===== src/pts_pkg.sv =====
// package for the process table scheduler: state codes, command codes,
// control struct shared between the sequencer and the slot cells
// no dependencies
package pts_pkg;

	localparam int SLOTS_DEF = 64;
	localparam int SLOT_W    = 8;   // widest slot index the cells carry (up to 256 slots)
	localparam int PID_W     = 16;
	localparam int CNT_W     = 7;
	localparam int EXIT_W    = 32;

	typedef logic [SLOT_W-1:0] slot_t;
	typedef logic [PID_W-1:0]  pid_t;

	typedef enum logic [2:0] {
		ST_UNUSED  = 3'd0,
		ST_UNINIT  = 3'd1,
		ST_READY   = 3'd2,
		ST_RUNNING = 3'd3,
		ST_BLOCKED = 3'd4,
		ST_ZOMBIE  = 3'd5
	} status_t;

	localparam logic [3:0] CMD_ALLOC = 4'd0;
	localparam logic [3:0] CMD_FREE  = 4'd1;
	localparam logic [3:0] CMD_READY = 4'd2;
	localparam logic [3:0] CMD_LINK  = 4'd3;
	localparam logic [3:0] CMD_EXIT  = 4'd4;
	localparam logic [3:0] CMD_ZOMB  = 4'd5;
	localparam logic [3:0] CMD_SCHED = 4'd6;
	localparam logic [3:0] CMD_YIELD = 4'd7;
	localparam logic [3:0] CMD_BLOCK = 4'd8;

	localparam logic [1:0] OUT_OK      = 2'd0;
	localparam logic [1:0] OUT_NONE    = 2'd1;
	localparam logic [1:0] OUT_REFUSED = 2'd2;

	typedef enum logic [1:0] {
		SK_ALLOC,
		SK_ZOMB,
		SK_SCHED
	} search_t;

	typedef enum logic [2:0] {
		OP_NONE,
		OP_SET_STATUS,
		OP_LINK,
		OP_EXIT,
		OP_CLAIM
	} cell_op_t;

	typedef enum logic [1:0] {
		S_IDLE,
		S_EXEC,
		S_SEARCH,
		S_FINISH
	} state_t;

	typedef struct packed {
		cell_op_t op;
		search_t  kind;
		slot_t    tgt;
		slot_t    run;
		status_t  status;
		pid_t     pid;
		logic     tok_load;
		slot_t    tok_start;
		logic     tok_shift;
		logic     tok_kill;
	} cell_ctl_t;

endpackage


===== src/pts_cell.sv =====
// one process slot: status, pid, parent link, child count and search token
// depends on pts_pkg
module pts_cell #(
	parameter int INDEX = 0
) (
	input  logic              clk,
	input  logic              arst_n,
	input  pts_pkg::cell_ctl_t ctl,
	input  logic              tok_prev,
	output logic              tok,
	output logic              hit,
	output pts_pkg::pid_t     hit_pid
);
	import pts_pkg::*;

	localparam slot_t ME = SLOT_W'(INDEX);

	status_t          status_q;
	pid_t             pid_q;
	logic             has_par_q;
	slot_t            par_q;
	logic [CNT_W-1:0] cnt_q;
	logic             tok_q;
	logic             match;

	// slot qualifies for the running search
	always_comb begin
		case (ctl.kind)
			SK_ALLOC: match = (status_q == ST_UNUSED);
			SK_SCHED: match = (status_q == ST_READY);
			SK_ZOMB:  match = has_par_q && (par_q == ctl.tgt) && (status_q == ST_ZOMBIE);
			default:  match = 1'b0;
		endcase
	end

	assign tok     = tok_q;
	assign hit     = tok_q & match;
	assign hit_pid = hit ? pid_q : '0;

	// search token handed along the ring
	always_ff @(posedge clk or negedge arst_n) begin
		if (!arst_n) begin
			tok_q <= 1'b0;
		end else if (ctl.tok_load) begin
			tok_q <= (ctl.tok_start == ME);
		end else if (ctl.tok_kill) begin
			tok_q <= 1'b0;
		end else if (ctl.tok_shift) begin
			tok_q <= tok_prev;
		end
	end

	// slot state updates
	always_ff @(posedge clk or negedge arst_n) begin
		if (!arst_n) begin
			status_q  <= (INDEX == 0) ? ST_RUNNING : ST_UNUSED;
			pid_q     <= '0;
			has_par_q <= 1'b0;
			par_q     <= '0;
			cnt_q     <= '0;
		end else begin
			case (ctl.op)
				OP_SET_STATUS: begin
					if (ctl.tgt == ME) status_q <= ctl.status;
				end
				OP_LINK: begin
					if (ctl.tgt == ME) begin
						has_par_q <= 1'b1;
						par_q     <= ctl.run;
					end
					if (ctl.run == ME && cnt_q != '1) cnt_q <= cnt_q + 1'b1;
				end
				OP_EXIT: begin
					if (ctl.tgt == ME) status_q <= ST_ZOMBIE;
					// orphan the children of the exiting slot
					if (has_par_q && par_q == ctl.tgt) begin
						has_par_q <= 1'b0;
						par_q     <= '0;
					end
				end
				OP_CLAIM: begin
					if (hit) begin
						if (ctl.kind == SK_ALLOC) begin
							pid_q     <= ctl.pid;
							status_q  <= ST_UNINIT;
							has_par_q <= 1'b0;
							par_q     <= '0;
							cnt_q     <= '0;
						end else if (ctl.kind == SK_SCHED) begin
							status_q <= ST_RUNNING;
						end
					end
				end
				default: ;
			endcase
		end
	end

endmodule

===== config.mk =====
export PLATFORM = sky130hd
export DESIGN_NAME = pts_cell
export DESIGN_NICKNAME = d
export VERILOG_FILES = /design/src/pts_pkg.sv /design/src/pts_cell.sv
export SDC_FILE = /design/constraint.sdc
export NUM_CORES = 1
export LEC_CHECK = 0
export BUFFER_PORTS_ARGS = -buffer_cell sky130_fd_sc_hd__buf_2
export CAP_MARGIN = 25
export CORE_ASPECT_RATIO = 1.25
export CORE_MARGIN = 2
export CORE_UTILIZATION = 41
export DETAILED_ROUTE_END_ITERATION = 8
export PLACE_DENSITY = 0.73
export SYNTH_ARGS = -nofsm -noshare
export SYNTH_HDL_FRONTEND = slang
export SYNTH_SLANG_ARGS = --single-unit

===== constraint.sdc =====
create_clock -name clk -period 1.8 [get_ports clk]
set_input_delay 0.36 -clock clk [delete_from_list [all_inputs] [get_ports clk]]
set_output_delay 0.36 -clock clk [all_outputs]
set_load 0.02 [all_outputs]

==> impl_metrics.py <==
metrics = {
    "setup_path": {
        "critPathKind": "register to output pin",
        "worst-path-buf-inv": 1,
        "crit_path_start_kind": "register",
        "worstPathArrival_ps": 1920,
        "reg2reg_setup_slack_ps": -160,
        "worst_setup_path_end_kind": "output pin",
        "worstReg2RegEnd": "par_q[6]",
        "cp.required_ps": 1440,
        "r2r_start": "par_q[2]",
        "crit_chain": "xnor2_2 > nand4_1 > nor4_4 > a21o_4 > and2_1 > buf_4",
        "reg2reg_depth": 6,
        "slowest_stage": "dfrtp_1",
        "cp_top_family": "simple AND/OR/NAND/NOR gates",
        "slowest_delay_ps": 420,
        "critPathMaxFanout": 9,
    },
    "clocking": {
        "clk_pin_slew_ps": 60,
        "clock-sinks": 29,
        "cts-htree-levels": 2,
        "cts.path.max_buffers": 2,
        "cts_root_buffer": "clkbuf_8",
        "cts_tree": "yes",
        "cts_buffers": 5,
        "insertion_delay_ps": 280,
    },
    "grt": {
        "grt_start_max_net_pins": 30,
        "globalRouteOverflowTotal": 0,
        "grt_first_pass_wirelength_mm": 6.68,
        "grtUsageTotal": 0.220,
        "first_global_vias": 1474,
        "antenna_found_initial": 0,
    },
    "sta": {
        "tightest_slew_ps": 635,
        "setup_viol": 34,
        "rsz0062_at_grt": "yes",
        "report.final.hold_viol_count": 0,
        "setup_ws_ps": -483,
        "maxClockFrequency_mhz": 438,
        "period_needed_ps": 2280,
        "relSlewSlack": 0.577,
        "finalMaxSlewViolations": 0,
        "finClkSkew_ps": 4.95,
        "period_share": 1.27,
    },
    "floorplanning": {
        "pin_count": 72,
        "die_h_um": 71.7,
        "row_count": 24,
        "core_area_mm2": 0.00351,
        "die_area_mm2": 0.00417,
        "start_util": 0.428,
        "fp.dieW_um": 58.2,
    },
    "cells_and_area": {
        "area_growth_pct": 67.6,
        "insertedDiodeCount": 0,
        "nets": 281,
        "fin_area_mm2": 0.00252,
        "finalCoreUtilization": 0.717,
        "multi_input_area_um2": 970,
        "layout-drive-gt1-share": 0.693,
        "seq_area_um2": 728,
        "fillers": 249,
    },
    "min_path": {
        "hold_class": "input port to asynchronous set/reset pin",
    },
    "detailed_routing": {
        "routedWlPerCell_um": 16.9,
        "final_antenna_net_count": 0,
        "viasPerCell": 5.36,
        "routed-via-count": 1431,
        "wl_mm": 4.52,
        "dr.pass1.iters": 4,
        "drc_errors": 0,
        "drt-initial-drc-count": 40,
    },
    "logic_synthesis": {
        "synthCells": 124,
        "ys_ff_latch": 29,
        "synth_nets": 178,
        "ys_types": 35,
        "syn_area_per_cell_um2": 12.1,
        "syn_area_mm2": 0.00150,
        "yosysWarnings": 0,
        "ys_seq_area_frac": 0.484,
    },
    "outcome": {
        "violations": "setup timing",
        "status": "finished with violations",
    },
    "power": {
        "ir_drop_uv": 591,
        "powerDensity_mw_per_mm2": 543,
        "leakage_nw": 1.27,
    },
    "place": {
        "placed_area_mm2": 0.00206,
        "port_buffers": 71,
        "place.gp.congestion": 0.870,
        "dp_hpwl_mm": 2.81,
    },
    "run": {
        "maxCapViolCount": 0,
    },
}
[placed cells by master, fill, tap and decap left out, drive strengths merged, types with 2 or more instances in the layout]
master / n
inv: 3
dfrtp: 27
nand4: 3
a21o: 3
nor2: 4
nand2: 4
buf: 95
nand2b: 2
mux2: 16
o21ai: 3
dfstp: 2
xnor2: 9
a22o: 8
nor3: 2
clkinv: 2
nor4b: 2
nand3: 4
and2: 16
nor4: 5
clkbuf: 7
o211ai: 2
[flip-flops by register name (all words and copies together), names as in the netlist]
signal,flops
pid_q,16
par_q,8
status_q,3
has_par_q,1
tok,1
[power breakdown]
group	internal, mW	switching [mW]	leakage [nW]	total, mW
logic	0.0948	0.0914	0.823	0.186
registers	0.664	0.00727	0.398	0.672
clock network	0.267	0.243	0.0450	0.510
[timing repair]
item                       CTS  global route
buffers inserted            11             6
pin swaps                    6            13
resized for setup           45            32
gates cloned                 2             1
hold buffers                 0             0
setup endpoints to repair   26            45
[worst register-to-register path: cells and delay by family, from the launching register on]
kind / cells / cell delay (ps)
DFF: 1 / 420
buffers and inverters: 1 / 210
and+or+nand+nor: 2 / 560
AOI/OAI and AO/OA: 2 / 470
xor gates and xnor gates: 1 / 180
[metrics by stage]
stage	hold WS (ps)	TNS, ps	power (mW)	setup WS, ps	instances
2_1_floorplan	64.4	-595	0.725	-66.1	124
3_3_place_gp	408	-5770	0.823	-303	250
3_5_place_dp	416	-7590	0.828	-377	250
4_1_cts	110	-9850	1.38	-464	267
5_1_grt	125	-11180	1.43	-560	267
6_report	94.9	-8560	1.37	-483	267
[synth_stat cells, drive strengths merged]
library cell,count,share of area
o311ai,1,0.0058
a22o,8,0.051
and4bb,1,0.0083
o31ai,1,0.0050
xnor2,9,0.052
inv,3,0.0075
mux2i,1,0.0067
nand2,4,0.010
nor2,4,0.015
mux2,16,0.12
a2111oi,1,0.0058
o21a,1,0.0050
nand2b,2,0.0083
o211ai,1,0.0083
and2,16,0.067
o21ai,3,0.010
nand4,3,0.012
a2bb2oi,1,0.0058
a21o,2,0.011
o22a,1,0.0058
dfstp,2,0.035
nor3,2,0.010
nor4,5,0.031
nand3,4,0.017
dfrtp,27,0.45
nor4b,2,0.020
buf,2,0.015
a21oi,1,0.0033
[cell type report]
type / count / share of cell area
flip-flops and latches: 29 / 0.289
multi-input cells: 92 / 0.385
inverters: 3 / 0.00447
repair buffers: 96 / 0.270
clock buffers: 6 / 0.0288
well taps: 39 / 0.0194
clock inverters: 2 / 0.00397
[layer usage]
metal  vias up  track usage  part of all wire  routed length [µm]
met1       679        0.229              0.37                1650
li1        669            -                 -                   -
met3         9       0.0740             0.069                 311
met2        74        0.385              0.55                2470
met5         -            0                 0                   0
met4         0        0.119             0.019                  86
[how the worst max path moves through the flow]
stage | slack (ps) | from | cells past startpoint | to
2_1_floorplan | -70 | par_q[2] | 6 | hit_pid[10]
3_3_place_gp | -300 | ctl[40] | 7 | hit_pid[13]
3_5_place_dp | -380 | ctl[40] | 7 | hit_pid[10]
4_1_cts | -460 | par_q[2] | 6 | hit_pid[2]
5_1_grt | -560 | par_q[2] | 6 | hit_pid[3]
6_report | -480 | par_q[2] | 6 | hit_pid[3]
[cell families after synthesis]
kind of cell / count (synthesis) / share of synthesized area
xor gates and xnor gates: 9 / 0.0524
buffers and inverters: 5 / 0.0225
AOI/OAI and AO/OA: 21 / 0.116
DFF: 29 / 0.484
muxes: 17 / 0.126
and+or+nand+nor: 43 / 0.198
No activity file was read; power rests on OpenSTA's default activity.
